### config.mk
export PLATFORM = sky130hd
export DESIGN_NAME = pcm_sample_format_converter_flat
export DESIGN_NICKNAME = d
export VERILOG_FILES = /design/src/rtl/core/pcmfc_pkg.sv /design/src/rtl/core/pcmfc_in_if.sv /design/src/rtl/core/pcmfc_out_if.sv /design/src/rtl/core/pcm_sample_format_converter.sv /design/src/flat_wrapper.sv
export SDC_FILE = /design/constraint.sdc
export NUM_CORES = 1
export LEC_CHECK = 0
export BUFFER_PORTS_ARGS = -buffer_cell sky130_fd_sc_hd__buf_4
export CAP_MARGIN = 25
export CORE_AREA = 8 8 208 210
export CTS_CLUSTER_SIZE = 12
export DETAILED_ROUTE_END_ITERATION = 7
export DIE_AREA = 0 0 216 218
export GPL_TIMING_DRIVEN = 0
export PLACE_DENSITY = 0.49
export RECOVER_POWER = 25
export SLEW_MARGIN = 30
export SYNTH_ARGS = -nofsm -noshare
export SYNTH_HDL_FRONTEND = slang
export SYNTH_SLANG_ARGS = --single-unit
### constraint.sdc
create_clock -name i_clk -period 21.4 [get_ports i_clk]
set_input_delay 2.14 -clock i_clk [delete_from_list [all_inputs] [get_ports i_clk]]
set_output_delay 2.14 -clock i_clk [all_outputs]
set_load 0.02 [all_outputs]
### src/rtl/core/pcmfc_pkg.sv
// Shared widths, format codes and register indexes of the PCM sample format converter.
package pcmfc_pkg;

    localparam int SAMPLE_W = 64;
    localparam int CFG_IDX_W = 2;
    localparam int CFG_DATA_W = 4;

    typedef logic [2:0] t_fmt;

    localparam t_fmt FMT_S16 = 3'd0;
    localparam t_fmt FMT_U16 = 3'd1;
    localparam t_fmt FMT_S32 = 3'd2;
    localparam t_fmt FMT_U32 = 3'd3;
    localparam t_fmt FMT_FLT = 3'd4;
    localparam t_fmt FMT_DBL = 3'd5;
    localparam t_fmt FMT_S8  = 3'd6;
    localparam t_fmt FMT_U8  = 3'd7;

    localparam logic [CFG_IDX_W-1:0] CFG_SRC_FMT  = 2'd0;
    localparam logic [CFG_IDX_W-1:0] CFG_DST_FMT  = 2'd1;
    localparam logic [CFG_IDX_W-1:0] CFG_DST_BYTES = 2'd2;

endpackage

### src/rtl/core/pcmfc_in_if.sv
// Input word channel of the PCM sample format converter.
interface pcmfc_in_if;
    logic                           valid;
    logic                           ready;
    logic [pcmfc_pkg::SAMPLE_W-1:0] sample_in;
    logic                           last_in;

    modport source (output valid, output sample_in, output last_in, input ready);
    modport sink   (input valid, input sample_in, input last_in, output ready);
endinterface

### src/rtl/core/pcmfc_out_if.sv
// Result word channel of the PCM sample format converter.
interface pcmfc_out_if;
    logic                           valid;
    logic                           ready;
    logic [pcmfc_pkg::SAMPLE_W-1:0] sample_out;
    logic                           last_out;

    modport source (output valid, output sample_out, output last_out, input ready);
    modport sink   (input valid, input sample_out, input last_out, output ready);
endinterface

### src/rtl/core/pcm_sample_format_converter.sv
// Top level of the PCM sample format converter.
// One word is accepted per clock while the output is not stalled, and its result is
// presented once it has passed both registers: the first register holds the incoming
// word, the second holds the converted word, and the
// conversion (a 24 by 15 bit constant multiply with rounding for float to s16, or an
// exact division by 32767 through a reciprocal sum and remainder correction for s16 to
// float) sits between them. Both stages move whenever the result stage is empty or
// being taken, so the sustained rate is one word per clock. Configuration is written
// through a plain write port and must only change while the block is idle.
module pcm_sample_format_converter (
    input  logic                             i_clk,
    input  logic                             i_rst_n,
    input  logic                             i_cfg_we,
    input  logic [pcmfc_pkg::CFG_IDX_W-1:0]  i_cfg_idx,
    input  logic [pcmfc_pkg::CFG_DATA_W-1:0] i_cfg_data,
    pcmfc_in_if.sink                         i_in,
    pcmfc_out_if.source                      o_out
);

    function automatic logic [15:0] flt_to_s16(input logic [31:0] bits);
        logic        s;
        logic [7:0]  e;
        logic [23:0] m;
        logic [38:0] p;
        logic [23:0] keep;
        logic        g;
        logic        st;
        logic [4:0]  sh;
        logic [24:0] r;
        logic [15:0] mag;
        logic [15:0] res;
        s = bits[31];
        e = bits[30:23];
        m = {1'b1, bits[22:0]};
        p = {m, 15'd0} - {15'd0, m};
        if (p[38]) begin
            keep = p[38:15];
            g    = p[14];
            st   = |p[13:0];
            sh   = 5'(8'd135 - e);
        end else begin
            keep = p[37:14];
            g    = p[13];
            st   = |p[12:0];
            sh   = 5'(8'd136 - e);
        end
        r   = {1'b0, keep} + {24'd0, g & (st | keep[0])};
        mag = 16'(r >> sh);
        if (e == 8'hFF && bits[22:0] != 23'd0) begin
            res = 16'h7FFF;
        end else if (e >= 8'd127) begin
            res = s ? 16'h8001 : 16'h7FFF;
        end else if (e < 8'd111) begin
            res = 16'h0000;
        end else begin
            res = s ? 16'(-mag) : mag;
        end
        return res;
    endfunction

    function automatic logic [31:0] s16_to_flt(input logic [15:0] u);
        logic        sg;
        logic [15:0] a;
        logic [3:0]  lz;
        logic [15:0] n;
        logic [40:0] x;
        logic [26:0] t;
        logic [42:0] rw;
        logic [16:0] r;
        logic [26:0] q;
        logic [16:0] rem;
        logic [23:0] mant;
        logic        g;
        logic        st;
        logic [7:0]  ex;
        logic [24:0] mr;
        logic [31:0] res;
        sg = u[15];
        a  = sg ? 16'(-u) : u;
        lz = 4'd0;
        for (int i = 0; i < 16; i++) begin
            if (a[i]) lz = 4'(15 - i);
        end
        n  = a << lz;
        x  = {n, 25'd0};
        // Reciprocal of 2^15-1 as a sum of shifts, then fix the quotient from the remainder.
        t  = 27'(x[40:15]) + 27'(x[40:30]);
        rw = {2'b00, x} + 43'(t) - ({16'd0, t} << 15);
        r  = rw[16:0];
        if (r >= 17'd65534) begin
            q   = t + 27'd2;
            rem = r - 17'd65534;
        end else if (r >= 17'd32767) begin
            q   = t + 27'd1;
            rem = r - 17'd32767;
        end else begin
            q   = t;
            rem = r;
        end
        if (q[26]) begin
            mant = q[26:3];
            g    = q[2];
            st   = (|q[1:0]) | (rem != 17'd0);
            ex   = 8'd128 - {4'd0, lz};
        end else begin
            mant = q[25:2];
            g    = q[1];
            st   = q[0] | (rem != 17'd0);
            ex   = 8'd127 - {4'd0, lz};
        end
        mr = {1'b0, mant} + {24'd0, g & (st | mant[0])};
        if (mr[24]) begin
            res = {sg, ex + 8'd1, 23'd0};
        end else begin
            res = {sg, ex, mr[22:0]};
        end
        if (a == 16'd0) res = 32'd0;
        return res;
    endfunction

    function automatic logic [3:0] src_bytes(input pcmfc_pkg::t_fmt f);
        logic [3:0] b;
        case (f)
            pcmfc_pkg::FMT_S16, pcmfc_pkg::FMT_U16: b = 4'd2;
            pcmfc_pkg::FMT_S32, pcmfc_pkg::FMT_U32, pcmfc_pkg::FMT_FLT: b = 4'd4;
            pcmfc_pkg::FMT_DBL: b = 4'd8;
            default: b = 4'd1;
        endcase
        return b;
    endfunction

    function automatic logic [pcmfc_pkg::SAMPLE_W-1:0] byte_mask(input logic [3:0] nb);
        logic [pcmfc_pkg::SAMPLE_W-1:0] mk;
        for (int i = 0; i < pcmfc_pkg::SAMPLE_W / 8; i++) begin
            mk[i*8 +: 8] = (4'(i) < nb) ? 8'hFF : 8'h00;
        end
        return mk;
    endfunction

    pcmfc_pkg::t_fmt r_src_fmt;
    pcmfc_pkg::t_fmt r_dst_fmt;
    logic [3:0]      r_dst_bytes;

    logic                           r_in_valid;
    logic [pcmfc_pkg::SAMPLE_W-1:0] r_in_sample;
    logic                           r_in_last;
    logic                           r_out_valid;
    logic [pcmfc_pkg::SAMPLE_W-1:0] r_out_sample;
    logic                           r_out_last;

    logic                           advance;
    logic                           in_ready;
    logic [3:0]                     db;
    logic [3:0]                     sb;
    logic [pcmfc_pkg::SAMPLE_W-1:0] raw;
    logic [pcmfc_pkg::SAMPLE_W-1:0] n_out_sample;

    always_ff @(posedge i_clk) begin
        if (!i_rst_n) begin
            r_src_fmt   <= pcmfc_pkg::FMT_FLT;
            r_dst_fmt   <= pcmfc_pkg::FMT_S16;
            r_dst_bytes <= 4'd2;
        end else if (i_cfg_we) begin
            case (i_cfg_idx)
                pcmfc_pkg::CFG_SRC_FMT:   r_src_fmt   <= i_cfg_data[2:0];
                pcmfc_pkg::CFG_DST_FMT:   r_dst_fmt   <= i_cfg_data[2:0];
                pcmfc_pkg::CFG_DST_BYTES: r_dst_bytes <= i_cfg_data;
                default: ;
            endcase
        end
    end

    assign advance  = !r_out_valid || o_out.ready;
    assign in_ready = !r_in_valid || advance;

    always_comb begin
        db = (r_dst_bytes > 4'd8) ? 4'd8 : r_dst_bytes;
        sb = src_bytes(r_src_fmt);
        if (r_src_fmt == pcmfc_pkg::FMT_FLT && r_dst_fmt == pcmfc_pkg::FMT_S16) begin
            raw = {48'd0, flt_to_s16(r_in_sample[31:0])};
        end else if (r_src_fmt == pcmfc_pkg::FMT_S16 && r_dst_fmt == pcmfc_pkg::FMT_FLT) begin
            raw = {32'd0, s16_to_flt(r_in_sample[15:0])};
        end else if (r_src_fmt == pcmfc_pkg::FMT_FLT && r_dst_fmt == pcmfc_pkg::FMT_FLT) begin
            raw = {32'd0, r_in_sample[31:0]};
        end else if (r_src_fmt == pcmfc_pkg::FMT_S16 && r_dst_fmt == pcmfc_pkg::FMT_S16) begin
            raw = {48'd0, r_in_sample[15:0]};
        end else begin
            raw = r_in_sample & byte_mask((sb < db) ? sb : db);
        end
        n_out_sample = raw & byte_mask(db);
    end

    always_ff @(posedge i_clk) begin
        if (!i_rst_n) begin
            r_in_valid  <= 1'b0;
            r_out_valid <= 1'b0;
        end else begin
            if (in_ready) r_in_valid <= i_in.valid;
            if (advance)  r_out_valid <= r_in_valid;
        end
    end

    always_ff @(posedge i_clk) begin
        if (in_ready && i_in.valid) begin
            r_in_sample <= i_in.sample_in;
            r_in_last   <= i_in.last_in;
        end
        if (advance && r_in_valid) begin
            r_out_sample <= n_out_sample;
            r_out_last   <= r_in_last;
        end
    end

    assign i_in.ready       = in_ready;
    assign o_out.valid      = r_out_valid;
    assign o_out.sample_out = r_out_sample;
    assign o_out.last_out   = r_out_last;

endmodule

### src/flat_wrapper.sv
// flat-port wrapper written by rule: the top's interface ports become plain ports
module pcm_sample_format_converter_flat 
  (i_clk, i_rst_n, i_cfg_we, i_cfg_idx, i_cfg_data, i_in_valid, i_in_sample_in, i_in_last_in, i_in_ready, o_out_valid, o_out_sample_out, o_out_last_out, o_out_ready);
  pcmfc_in_if i_in_i ();
  pcmfc_out_if o_out_i ();
  input  logic i_clk;
  input  logic i_rst_n;
  input  logic i_cfg_we;
  input  logic [pcmfc_pkg::CFG_IDX_W-1:0] i_cfg_idx;
  input  logic [pcmfc_pkg::CFG_DATA_W-1:0] i_cfg_data;
  input wire logic [$bits(i_in_i.valid)-1:0] i_in_valid;
  input wire logic [$bits(i_in_i.sample_in)-1:0] i_in_sample_in;
  input wire logic [$bits(i_in_i.last_in)-1:0] i_in_last_in;
  output wire logic [$bits(i_in_i.ready)-1:0] i_in_ready;
  output wire logic [$bits(o_out_i.valid)-1:0] o_out_valid;
  output wire logic [$bits(o_out_i.sample_out)-1:0] o_out_sample_out;
  output wire logic [$bits(o_out_i.last_out)-1:0] o_out_last_out;
  input wire logic [$bits(o_out_i.ready)-1:0] o_out_ready;
  assign i_in_i.valid = i_in_valid;
  assign i_in_i.sample_in = i_in_sample_in;
  assign i_in_i.last_in = i_in_last_in;
  assign i_in_ready = i_in_i.ready;
  assign o_out_valid = o_out_i.valid;
  assign o_out_sample_out = o_out_i.sample_out;
  assign o_out_last_out = o_out_i.last_out;
  assign o_out_i.ready = o_out_ready;
  pcm_sample_format_converter u_core (.i_clk(i_clk), .i_rst_n(i_rst_n), .i_cfg_we(i_cfg_we), .i_cfg_idx(i_cfg_idx), .i_cfg_data(i_cfg_data), .i_in(i_in_i), .o_out(o_out_i));
endmodule
== Word-level counts from Yosys, hierarchy flattened ==
Cells that the tools add are included.
Storage, ports and cells
  register bits after elaboration: 142
  output and inout bits: 67
  word-level logic and storage cells: 169
  input bits: 76
Cells by class
  magnitude comparators: 22
  equal/unequal tests: 9
  $add $sub $neg: 17
  mux-type cells: 77
  bitwise gates (word level): 8
  reduce and logical (&&, ||, !) cells: 25
  shift operators: 2
Operators with widths (number)
  64-bit 2-to-1 mux: 4
  8-bit 2-to-1 mux: 19
  64-bit bitwise AND: 2
  24-bit 2-to-1 mux: 5
  27-bit 2-to-1 mux: 4
  16-bit 2-to-1 mux: 6
  4-bit 2-to-1 mux: 20
  17-bit 2-to-1 mux: 4
  24-bit by 1-bit adder with 25-bit output: 2
  39-bit by 24-bit subtractor with 39-bit output: 1
  3-bit by 4-bit less-than comparator with 1-bit output (first input constant): 8
  32-bit 2-to-1 mux: 1
  16-bit negation: 2
  31-bit 2-to-1 mux: 1
  26-bit by 11-bit adder with 27-bit output: 1
  27-bit by 1-bit adder with 27-bit output (second input constant): 1
  27-bit by 2-bit adder with 27-bit output (second input constant): 1
  25-bit by 5-bit right shift with 16-bit output: 1
  23-bit nonzero test: 1
  1-bit by 17-bit adder with 17-bit output (first input constant): 1
  17-bit by 15-bit >= comparator with 1-bit output (second input constant): 1
  17-bit by 16-bit >= comparator with 1-bit output (second input constant): 1
  17-bit nonzero test: 1
  17-bit by 15-bit subtractor with 17-bit output (second input constant): 1
  other kinds (36): 71

== Depth between registers and ports, before layout ==
Gate-level depths: netlist of the first run.
  depth after elaboration: 42
  mapped depth: 36
  mapped depth without buffers: 30

== Worst setup path after synthesis of the first run ==
Ideal clock, no wire load.
  kind: register to register
  start point: register u_core.r_in_sample[0] in the netlist's numbering
  end point: register u_core.r_out_sample, in the netlist u_core.o_out.sample_out[12] (data pin)
  data required time: 21.197 ns
  slack: 14.097 ns
  stages on the path, launching flop included: 32
  arrival time: 7.100 ns
  buffers on the path: 3
  library setup time: 0.203 ns
  period minus slack after synthesis: 7.303 ns
  cell sequence: edfxtp_1 buf_2 clkbuf_1 inv_1 ha_1 or4b_1 buf_2 nor4_2 a31oi_1 xnor2_1 nand2_1 o21ai_0 ha_1 nand2_1 mux2i_1 nand2_1 or4_4 nor2_2 a31oi_1 a41o_1 o31ai_2 o22ai_1 a21oi_1 ha_1 inv_1 a2111oi_0 nand4bb_1 or2_1 o21ai_1 xor2_1 a21oi_1 a2111oi_1
Between the ends
  word-level cells in the longest chain between the ends: 42
  elaborated cells between the ends (all ways): 82
  those cells by class: add/sub (12); order compare (2); shift (2); mux (52); bitwise (7); reduce/logical (7)
RTL lines
  start, declared: RTL line pcm_sample_format_converter.sv:145  | logic [pcmfc_pkg::SAMPLE_W-1:0] r_in_sample;
  start signal, assigned: RTL line pcm_sample_format_converter.sv:205  | r_in_sample <= i_in.sample_in;
  16-bit negation: RTL line pcm_sample_format_converter.sv:79  | a = sg ? 16'(-u) : u;
  16-bit 2-to-1 mux: RTL line pcm_sample_format_converter.sv:79
  4-bit 2-to-1 mux (16 in series): RTL line pcm_sample_format_converter.sv:82  | if (a[i]) lz = 4'(15 - i);
  4-bit 2-to-1 mux: RTL line pcm_sample_format_converter.sv:181  | end else if (r_src_fmt == pcmfc_pkg::FMT_S16 && r_dst_fmt == pcmfc_pkg::FMT_FLT) begin
  4-bit 2-to-1 mux: RTL line pcm_sample_format_converter.sv:179  | if (r_src_fmt == pcmfc_pkg::FMT_FLT && r_dst_fmt == pcmfc_pkg::FMT_S16) begin
  16-bit by 4-bit << shifter with 16-bit output: RTL line pcm_sample_format_converter.sv:84  | n = a << lz;
  26-bit by 11-bit adder with 27-bit output: RTL line pcm_sample_format_converter.sv:87  | t = 27'(x[40:15]) + 27'(x[40:30]);
  1-bit by 17-bit adder with 17-bit output: RTL line pcm_sample_format_converter.sv:88  | rw = {2'b00, x} + 43'(t) - ({16'd0, t} << 15);
  [... 12 more ...]
  1-bit bitwise AND: RTL line pcm_sample_format_converter.sv:111  | mr = {1'b0, mant} + {24'd0, g & (st | mant[0])};
  24-bit by 1-bit adder with 25-bit output: RTL line pcm_sample_format_converter.sv:111
  31-bit 2-to-1 mux: RTL line pcm_sample_format_converter.sv:112  | if (mr[24]) begin
  32-bit 2-to-1 mux: RTL line pcm_sample_format_converter.sv:117  | if (a == 16'd0) res = 32'd0;
  64-bit 2-to-1 mux: RTL line pcm_sample_format_converter.sv:181
  64-bit 2-to-1 mux *: RTL line pcm_sample_format_converter.sv:179
  64-bit bitwise AND *: RTL line pcm_sample_format_converter.sv:190  | n_out_sample = raw & byte_mask(db);
  via u_core.n_out_sample, one bit: RTL line pcm_sample_format_converter.sv:156  | logic [pcmfc_pkg::SAMPLE_W-1:0] n_out_sample;
  end signal, assigned: RTL line pcm_sample_format_converter.sv:209  | r_out_sample <= n_out_sample;
  end, declared: RTL line pcm_sample_format_converter.sv:148  | logic [pcmfc_pkg::SAMPLE_W-1:0] r_out_sample;
The timed path passes the listed nets; every way through them passes the cells marked *. The select of a mux whose other input is x is not followed.
A chain may end at the register's enable or synchronous reset.

== Final worst setup path of the first run ==
  start point: register u_core.r_in_sample[0] in the netlist's numbering
  end point: register u_core.r_out_sample, in the netlist u_core.o_out.sample_out[6] (data pin)
Same word-level chain as after synthesis.

==> results.md, run 1 <==
* Outcome: completed
* Dpl cells at 2330
* Vias per std cell at 6.130
* Antenna violations before repair at 0
* Highest ir drop seen on vdd at between 0.04 and 0.05 mV
* Placed Area at roughly 0.016 mm^2
* Setup CP Type: flop to flop
* Hold Fails Final Rpt at 0
* CTS clk-pin slew, worst paths at 0.07 ns
* Crit path to: u_core.o_out.sample_out[6]
* Reg-to-Reg End: u_core.o_out.sample_out[6]
* Critical Path Source Type: flop
* Clock skew after layout at between 0.02 and 0.03 ns
* Final GP Congestion at 0.9707
* Post-route DRC violation count at 0
* Die height at between 200 and 250 um
* Yosys cell types at around 120
* Critical path's top delay family: compound AO/OA/AOI/OAI gates
* WP data required at ~22 ns
* First-pass GRT wire length at 86140 um
* Crit-path max FO at 10
* Vias in the first global route at 13.83k
* Setup total negative slack at 0 ns
* Syn avg cell area at 8.334 um^2
* Clk buf depth at 2
* Crit-path max cell delay at 0.66 ns
* GRT overflow at 0
* Die Wd at 216 um
* Worst r2r src: u_core.r_in_sample[0]
* Post-cts resize count at 0
* # hold bufs at CTS at 0
* Number of max-cap violations at 0
* Synthesis warning total at 0
* Post-DP HPWL at between 40000 and 50000 um
* PwrDens at 65.59 mW/mm^2
* Number of DRC markers in iteration 0 at 1631
* Crit path depth at 35
* Post-Syn Area at 0.01377 mm^2
* TritonCTS clock tree: yes
* Max Clk Rate at about 99 MHz
* Post-synthesis async set-or-reset flop share at 0%
* Max Slew Vio Count at 0
* Worst-margin pin slew at 1.230 ns
* Largest net degree at the start of global routing at 40
* CTS Buf Count at 17
* Total track usage at 23.43%
* Post-Syn Nets at roughly 1.8k
* Core Footprint at 0.04018 mm^2
* Pre-antenna DRT Iters at 5
* Ports at 143
* H-tree depth at 4
* Syn Inst Count at 1652
* Synth Register Bits at 142
* Total number of vias at 14.48k
* Ant diodes at 0
* Layout area overhead at 18.22%
* CP arrival at 10.25 ns
* FF-to-FF setup slack at between 10 and 15 ns
* Setup-failing EPs final at 0
* Post-synth EDFFs at 130
* Setup crit start: u_core.r_in_sample[0]
* Seq/Total Area, Yosys at 30.10%
* Worst reg2reg path depth at 35
* Drt wl/cell at between 20 and 25 um
* Finished Layout Cells at 2362
* Period utilisation layout at 47.03%
* Critical Path End Type: flop
* RSZ-0062 raised after global routing: no
* Hold WC Path Type: flop to flop
* Row count at 74
* Post-CTS Setup Bufs at 0
* Antenna-violating nets left at 0
* Predominant post-synthesis flop cell: edfxtp_1
* WP buf/inv at 11
* Tot Pwr at 1.068 mW
* Slowest CP cell: o32ai_1
* Clock Latency Late Sink at 0.49 ns
* Filler cells at 4247
* Lkg Pwr at about 5.7 nW
* Slew HR at 17.26%
* # clock sinks at 142
* Final Critical Period at slightly above 10 ns
* Total die area at 0.04709 mm^2
* Layout cells sized above 1 at 15.63%
* Final wirelength at 56840 um
* Final non-filler cell area at around 0.016 mm^2
* PnR worst setup slack at ~11 ns
* Clock root buffer: clkbuf_16
* IO Port Bufs at approximately 140
* Initial core utilization at about a third
* Dpl ws at 11.72 ns
* Fin nets at ~1.9k
[cell type report]
type / count / area [um^2] / share of cell area, %
Buffer: 90 / 396.6 / 2.437
Clock buffer: 19 / 442.9 / 2.721
Clock inverter: 13 / 178.9 / 1.099
Inverter: 43 / 161.4 / 0.9916
Multi-Input combinational cell: 1377 / 9123 / 56.05
Sequential cell: 142 / 4144 / 25.46
Tap cell: 532 / 665.6 / 4.089
Timing Repair Buffer: 146 / 1165 / 7.157
[Yosys cell counts (all sizes together), types with 8 or more instances]
cell type | instances | area share [%]
clkbuf | 58 | 1.6
nand4 | 23 | 1.0
o311ai | 12 | 0.76
nor2 | 137 | 3.8
o31a | 8 | 0.51
and2 | 49 | 2.2
xor2 | 27 | 1.7
o22ai | 14 | 0.64
or4 | 14 | 0.85
inv | 43 | 1.2
nand2 | 151 | 4.2
nor4 | 41 | 2.5
buf | 32 | 1.3
xnor2 | 65 | 4.1
o211ai | 26 | 1.5
a32oi | 12 | 0.76
a211oi | 32 | 1.9
or2 | 10 | 0.45
and3 | 16 | 0.84
nand3 | 75 | 2.8
o31ai | 20 | 1.4
o21a | 19 | 1.1
a31oi | 31 | 1.4
o21ai | 103 | 3.8
ha | 27 | 2.5
a21boi | 10 | 0.55
a21o | 24 | 1.3
a221oi | 14 | 0.89
a21oi | 102 | 3.8
nor2b | 16 | 0.73
edfxtp | 130 | 28
nor3 | 76 | 2.8
o2111ai | 9 | 0.57
mux2i | 32 | 2.3
or3 | 24 | 1.1
dfxtp | 12 | 1.7
nand2b | 13 | 0.59
a2111oi | 16 | 1.4
[power breakdown]
part	switching [mW]	internal, mW
Combinational	0.274	0.136
Clock	0.140	0.189
Sequential	0.00844	0.320
Total	0.422	0.646
[worst min-delay path by stage]
stage / startpoint / to / slack [ns] / depth (start not counted)
after floorplan: u_core.r_in_last / u_core.o_out.last_out / 0.40 / 0
after global routing: u_core.r_in_last / u_core.o_out.last_out / 0.42 / 0
after global placement: u_core.r_in_last / u_core.o_out.last_out / 0.41 / 0
final: u_core.r_in_last / u_core.o_out.last_out / 0.42 / 0
after CTS: u_core.r_in_last / u_core.o_out.last_out / 0.42 / 0
after detailed placement: u_core.r_in_last / u_core.o_out.last_out / 0.41 / 0
[cell usage in the layout (no fill, tap or decap), types with 32 or more instances in the layout]
master,n
inv_1,39
nor3_1,72
clkbuf_4,66
buf_4,74
clkbuf_1,62
nand2_1,148
o21ai_0,83
xnor2_1,64
nor4_1,33
and2_1,43
a21oi_1,101
mux2i_1,32
nand3_1,73
edfxtp_1,130
nor2_1,133
[flip-flops by register name, indices dropped and copies added (netlist names)]
name and count:
u_core.o_out.valid 1, u_core.r_src_fmt 3, u_core.o_out.last_out 1, u_core.r_dst_fmt 3
u_core.o_out.sample_out 64, u_core.r_dst_bytes 4, u_core.r_in_sample 64, u_core.r_in_last 1
u_core.r_in_valid 1
[logic make-up after synthesis]
group | after synthesis | synth area share [%]
AND/OR/NAND/NOR | 680 | 26.40
other | 1 | 0.02724
XOR/XNOR | 92 | 5.852
adder cells (fa/ha/maj) | 27 | 2.454
multiplexers | 37 | 2.735
buffers and inverters | 133 | 4.053
flip-flops | 142 | 30.10
AO/OA/AOI/OAI | 540 | 28.38
[metrics by stage]
stage | utilization, % | hold slack, ns
after floorplan | - | 0.4003
after global placement | 38.57 | 0.4089
after detailed placement | 38.94 | 0.4054
after CTS | 40.49 | 0.4210
after global routing | 40.51 | 0.4216
final | 40.51 | 0.4203
[per-layer routing]
layer | GRT usage (%) | wire (um)
met5 | 0 | 0
met4 | 9.107 | 1904
met3 | 3.800 | 3698
met2 | 37.82 | 26390
met1 | 31.12 | 24850
Power figures use the tool's default switching activity.
==> run 2: changes to the inputs <==
--- a/config.mk
+++ b/config.mk
@@ -12,7 +12,7 @@
 export DETAILED_ROUTE_END_ITERATION = 7
 export DIE_AREA = 0 0 216 218
 export GPL_TIMING_DRIVEN = 0
-export PLACE_DENSITY = 0.49
+export PLACE_DENSITY = 0.5
 export RECOVER_POWER = 25
 export SLEW_MARGIN = 30
 export SYNTH_ARGS = -nofsm -noshare
==> constraint.sdc (replaced) <==
create_clock -name i_clk -period 9.22 [get_ports i_clk]
set_input_delay 0.922 -clock i_clk [delete_from_list [all_inputs] [get_ports i_clk]]
set_output_delay 0.922 -clock i_clk [all_outputs]
set_load 0.02 [all_outputs]
==> results.md, run 2 (synthesis results as in run 1) <==
* Max Slew Vio Count at 0 (unchanged)
* Routed wl met3 at 3485 um (-5.8%)
* Hold Fails Final Rpt at 0 (unchanged)
* Final Critical Period at 8.796 ns (-1.268 ns)
* H-tree depth at 4 (unchanged)
* CTS clk-pin slew, worst paths at 0.07 ns (about the same)
* Crit-path max FO at 10 (unchanged)
* TritonCTS clock tree: yes
* Setup-failing EPs final at 0 (unchanged)
* Top layer in use: met4
* Layout cells sized above 1 at 16.79% (+1.2 points)
* Vias per std cell at 6.145 (+0.25%)
* Dpl cells at 2330 (unchanged)
* Max Clk Rate at 113.7 MHz (+14%)
* Final GP Congestion at 0.9681 (-0.27%)
* Filler cells at 4160 (-2.0%)
* Total track usage at 23.47% (+0.037 points)
* Ant diodes at 0 (unchanged)
* Clk buf depth at 2 (unchanged)
* Seq pwr share at 31.1% (+0.3 points)
* First-pass GRT wire length at 86060 um (about the same)
* Ports at 143 (unchanged)
* Critical Path End Type: flop
* Sw Share at 40.16% (+0.63 points)
* CTS Buf Count at 17 (unchanged)
* Worst-margin pin slew at 1.439 ns (+0.2095 ns)
* Slew HR at 3.855% (-13 points)
* Die height at 218 um (unchanged)
* Outcome: completed
* Core Footprint at 0.04018 mm^2 (unchanged)
* Placed Area at 0.01565 mm^2 (unchanged)
* Total number of vias at 14.54k (+0.42%)
* Final non-filler cell area at 0.01638 mm^2 (+0.62%)
* Initial core utilization at 34.26% (unchanged)
* Leading cell type in the layout, fill and taps excluded: nand2_1
* WL met1 at 24840 um (about the same)
* PwrDens at 149.8 mW/mm^2 (+130%)
* Start point of the worst hold path: u_core.r_in_last
* Drt wl/cell at 24.00 um (-0.29%)
* Finished Layout Cells at 2366 (+0.17%)
* Post-DP HPWL at 45090 um (+0.32%)
* Critical Path Source Type: flop
* Clk pwr share at 29.6% (-1.2 points)
* Worst r2r src: u_core.r_in_sample[15]
* Setup CP Type: flop to flop
* Clock root buffer: clkbuf_16
* Fin nets at 1924 (+0.21%)
* Highest ir drop seen on vdd at 0.1234 mV (+150%)
* Clock Latency Late Sink at 0.49 ns (about the same)
* WP data required at 9.50 ns (-12.09 ns)
* Largest net degree at the start of global routing at 41 (+2.5%)
* Hold_ws at 0.4257 ns (+0.005342 ns)
* Met2 wire len at 26900 um (+1.9%)
* Setup crit start: u_core.r_in_sample[15]
* Pint at 1.468 mW (+130%)
* Final wirelength at 56780 um (-0.12%)
* IO Port Bufs at 142 (unchanged)
* Layout area overhead at 18.96%
* GRT overflow at 0 (unchanged)
* Period utilisation layout at 95.40% (+48 points)
* Post-route DRC violation count at 0 (unchanged)
* Pre-antenna DRT Iters at 6 (+1)
* CP arrival at 9.08 ns (-1.17 ns)
* Crit-path max cell delay at 0.53 ns (-0.13 ns)
* Hold WC Path Type: flop to flop
* Slowest CP cell: edfxtp_1
* Lkg Pwr at 5.766 nW (+1.3%)
* Row count at 74 (unchanged)
* # clock sinks at 142 (unchanged)
* Antenna violations before repair at 0 (unchanged)
* Most used cell, CP: buf_2
* Vias in the first global route at 13.83k (+0.036%)
* Antenna-violating nets left at 0 (unchanged)
* Most frequent cells in the layout: nand2_1 (147), nor2_1 (133), edfxtp_1 (130), a21oi_1 (100), buf_4 (82)
* Number of DRC markers in iteration 0 at 1624 (-0.43%)
* # hold bufs at CTS at 0 (unchanged)
* Switching power at 0.9852 mW (+130%)
* Combinational group share of total power at 39.3% (+0.9 points)
* Number of max-cap violations at 0 (unchanged)
* Die Wd at 216 um (unchanged)
* Total die area at 0.04709 mm^2 (unchanged)
* Core Util, Final at 40.76% (+0.25 points)
* Clock skew after layout at 0.01834 ns (-0.008993 ns)
[run 2: final timing paths]
path | to | slack [ns] | depth (start not counted)
worst max-delay path | u_core.o_out.sample_out[14] | 0.42 | 32
worst min-delay path | u_core.o_out.last_out | 0.43 | 0
worst max register to register | u_core.o_out.sample_out[14] | 0.42 | 32
worst min register to register | u_core.o_out.last_out | 0.43 | 0
[run 2: critical path, delay by kind of cell (launching register included)]
family / cells / cell delay, ns
compound gates: 13 / 3.75
buf+inv: 7 / 1.78
simple gates: 8 / 1.65
flops: 1 / 0.53
fa+ha+maj: 2 / 0.51
xor+xnor: 1 / 0.21
mux: 1 / 0.15
[run 2: layout make-up]
cell class | instances | area (um^2) | area share [%]
clock buffers | 19 | 432.9 | 2.643
repair buffers | 154 | 1229 | 7.502
flip-flops and latches | 142 | 4144 | 25.30
well taps | 532 | 665.6 | 4.064
inverters | 43 | 161.4 | 0.9855
plain buffers | 86 | 387.9 | 2.368
clock inverters | 13 | 155.1 | 0.9473
multi-input cells | 1377 | 9203 | 56.19
[run 2: metal layers]
metal | vias up | global-route usage [%]
met3 | 100 | 3.911
met5 | - | 0
met1 | 7111 | 31.05
met2 | 573 | 38.56
li1 | 6756 | -
met4 | 0 | 7.845
[run 2: metrics by stage]
stage,setup slack [ns],setup TNS [ns],power (mW)
after floorplan,1.917,0,1.403
after global placement,-0.7681,-9.184,1.700
after detailed placement,-0.4387,-2.951,1.703
after CTS,0.006591,0,2.443
after global routing,-0.003885,-0.003885,2.563
final,0.4244,0,2.453
[run 2: repair_timing]
action                                  4_1_cts  5_1_grt
buffers inserted                              1        7
endpoints found under the setup margin       19       25
gates resized for setup                       8       17
pin swaps                                     2        3
[run 2: power by group through the flow]
stage                     logic [mW]  registers, mW  clock network [mW]
final                          0.965          0.763               0.726
after global routing            1.03          0.766               0.763
after CTS                      0.935          0.763               0.744
after detailed placement       0.927          0.776                   0
after global placement         0.921          0.779                   0
after floorplan                0.613          0.790                   0
==> run 3: changes to the inputs <==
--- a/config.mk
+++ b/config.mk
@@ -12,7 +12,7 @@
 export DETAILED_ROUTE_END_ITERATION = 7
 export DIE_AREA = 0 0 216 218
 export GPL_TIMING_DRIVEN = 0
-export PLACE_DENSITY = 0.5
+export PLACE_DENSITY = 0.55
 export RECOVER_POWER = 25
 export SLEW_MARGIN = 30
 export SYNTH_ARGS = -nofsm -noshare
==> constraint.sdc (replaced) <==
create_clock -name i_clk -period 11.31 [get_ports i_clk]
set_input_delay 1.131 -clock i_clk [delete_from_list [all_inputs] [get_ports i_clk]]
set_output_delay 1.131 -clock i_clk [all_outputs]
set_load 0.02 [all_outputs]
==> results.md, run 3 (synthesis results as in run 1) <==
* Largest net degree at the start of global routing at 43 (+4.9%)
* Pint at 1.173 mW (-20%)
* Row count at 74 (unchanged)
* Outcome: complete, but fails checks
* Clock Latency Late Sink at 0.46 ns (-0.03 ns)
* Lkg Pwr at 5.673 nW (-1.6%)
* Final Critical Period at 10.10 ns (+1.304 ns)
* Layout cells sized above 1 at 15.46% (-1.3 points)
* Clk buf depth at 2 (unchanged)
* Post-route DRC violation count at 0 (unchanged)
* Tot Pwr at 1.953 mW (-20%)
* Setup crit start: u_core.r_in_sample[0]
* Drt wl/cell at 23.34 um (-2.7%)
* Dpl cells at 2330 (unchanged)
* Crit-path max FO at 10 (unchanged)
* Antenna violations before repair at 1 (+1)
* Critical path's top delay family: compound AO/OA/AOI/OAI gates
* Pre-antenna DRT Iters at 6 (unchanged)
* Final wirelength at 55130 um (-2.9%)
* Failing checks: capacitance limit, slew limit
* CP arrival at 10.27 ns (+1.19 ns)
* Clock root buffer: clkbuf_16
* H-tree depth at 4 (unchanged)
* Post-DP HPWL at 44250 um (-1.9%)
* Start point of the worst hold path: u_core.r_in_last
* Antenna-violating nets left at 0 (unchanged)
* PwrDens at 120.5 mW/mm^2 (-20%)
* GRT overflow at 0 (unchanged)
* IO Port Bufs at 142 (unchanged)
* Clk pwr share at 28.6% (-1.0 points)
* Hold WC Path Type: flop to flop
* Total track usage at 22.59% (-0.88 points)
* Hold_ws at 0.4246 ns (-0.001023 ns)
* WP buf/inv at 9 (+2)
* Critical Path Source Type: flop
* Number of DRC markers in iteration 0 at 1639 (+0.92%)
* TritonCTS clock tree: yes
* Ant diodes at 0 (unchanged)
* Multi-input gate area at 0.009102 mm^2 (-1.1%)
* Post-CTS Setup Bufs at 0 (-1)
* Core Footprint at 0.04018 mm^2 (unchanged)
* Fin nets at 1920 (-0.21%)
* Switching power at 0.7804 mW (-21%)
* # clock sinks at 142 (unchanged)
* Most used cell, CP: nand2_1
* Die Wd at 216 um (unchanged)
* Final GP Congestion at 0.9769 (+0.91%)
* Slowest CP cell: nor4b_1
* Core Util, Final at 40.34% (-0.42 points)
* Leading cell type in the layout, fill and taps excluded: nand2_1
* Initial core utilization at 34.26% (unchanged)
* Setup-failing EPs final at 0 (unchanged)
* Vias per std cell at 6.137 (-0.13%)
* Layout area overhead at 17.74%
* CTS clk-pin slew, worst paths at 0.07 ns (about the same)
* Post-cts resize count at 0 (-8)
* WP data required at 11.49 ns (+1.99 ns)
* CTS Buf Count at 17 (unchanged)
* Seq pwr share at 31.8% (+0.7 points)
* Total number of vias at 14.50k (-0.30%)
* Setup total negative slack at 0 ns (unchanged)
* Vias in the first global route at 13.71k (-0.90%)
* Clock skew after layout at 0.02779 ns (+0.009455 ns)
* Worst r2r src: u_core.r_in_sample[0]
* Period utilisation layout at 89.30% (-6.1 points)
* Combinational group share of total power at 39.5% (+0.2 points)
* First-pass GRT wire length at 83370 um (-3.1%)
* Ports at 143 (unchanged)
* Hold Fails Final Rpt at 0 (unchanged)
* Worst-margin pin slew at 1.918 ns (+0.4785 ns)
* Crit-path max cell delay at 0.75 ns (+0.22 ns)
* Highest ir drop seen on vdd at 0.09031 mV (-27%)
* Sw Share at 39.95% (-0.20 points)
* Finished Layout Cells at 2362 (-0.17%)
* FF+latch area at 0.004144 mm^2 (unchanged)
* Most frequent cells in the layout: nand2_1 (148), nor2_1 (133), edfxtp_1 (130), a21oi_1 (101), o21ai_0 (83)
* Total die area at 0.04709 mm^2 (unchanged)
* Max Slew Vio Count at 14 (+14)
* # hold bufs at CTS at 0 (unchanged)
* Setup CP Type: flop to flop
* RSZ-0062 raised after global routing: no
* Max Clk Rate at 99.01 MHz (-13%)
* Slew HR at -28.11% (-32 points)
* Critical Path End Type: flop
* Filler cells at 4165 (+0.12%)
* Number of max-cap violations at 1 (+1)
* Die height at 218 um (unchanged)
[run 3: cell count changes in the layout (fill, tap and decap cells not counted), moves of 2 or more]
cell,previous run,this run
nor4_1,32,34
o21ai_0,81,83
buf_4,82,74
inv_6,3,5
o21ai_1,19,17
nor4b_1,2,4
clkbuf_2,4,0
clkbuf_1,54,62
[run 3: layout make-up]
cell class	instances	share of cell area [%]
clock buffer	18	2.647
tap	532	4.106
inverter	43	0.9957
clock inverter	14	0.9031
sequential	142	25.56
buffer	90	2.447
multi-input combinational	1377	56.15
timing repair buffer	146	7.186
[run 3: stage by stage]
step                      cell area (um^2)  setup WS (ns)
after floorplan                      13770          4.007
after CTS                            16220          1.304
final                                16210          1.210
after detailed placement             15640          1.358
after global placement               15500          1.320
after global routing                 16210         0.5179
[run 3: power by group through the flow]
| stage | Combinational [mW] | Sequential [mW] | Clock (mW) |
|---|---|---|---|
| 6_report | 0.772 | 0.622 | 0.559 |
| 5_1_grt | 0.833 | 0.624 | 0.590 |
| 4_1_cts | 0.755 | 0.621 | 0.572 |
| 3_5_place_dp | 0.751 | 0.633 | 0 |
| 3_3_place_gp | 0.745 | 0.635 | 0 |
| 2_1_floorplan | 0.500 | 0.644 | 0 |
[run 3: per-layer routing]
layer  global-route usage (%)  routed length, um  vias up
met4                    8.656               1830        0
met1                    29.68              23580     6992
met5                        0                  0        -
met3                    4.105               3971       97
li1                         -                  -     6756
met2                    36.59              25740      651
[run 3: path summary, 6_finish.rpt]
path / end / slack (ns) / depth (start not counted)
worst max-delay path: u_core.o_out.sample_out[6] / 1.21 / 34
worst min-delay path: u_core.o_out.last_out / 0.42 / 0
worst max register to register: u_core.o_out.sample_out[6] / 1.21 / 34
worst min register to register: u_core.o_out.last_out / 0.42 / 0
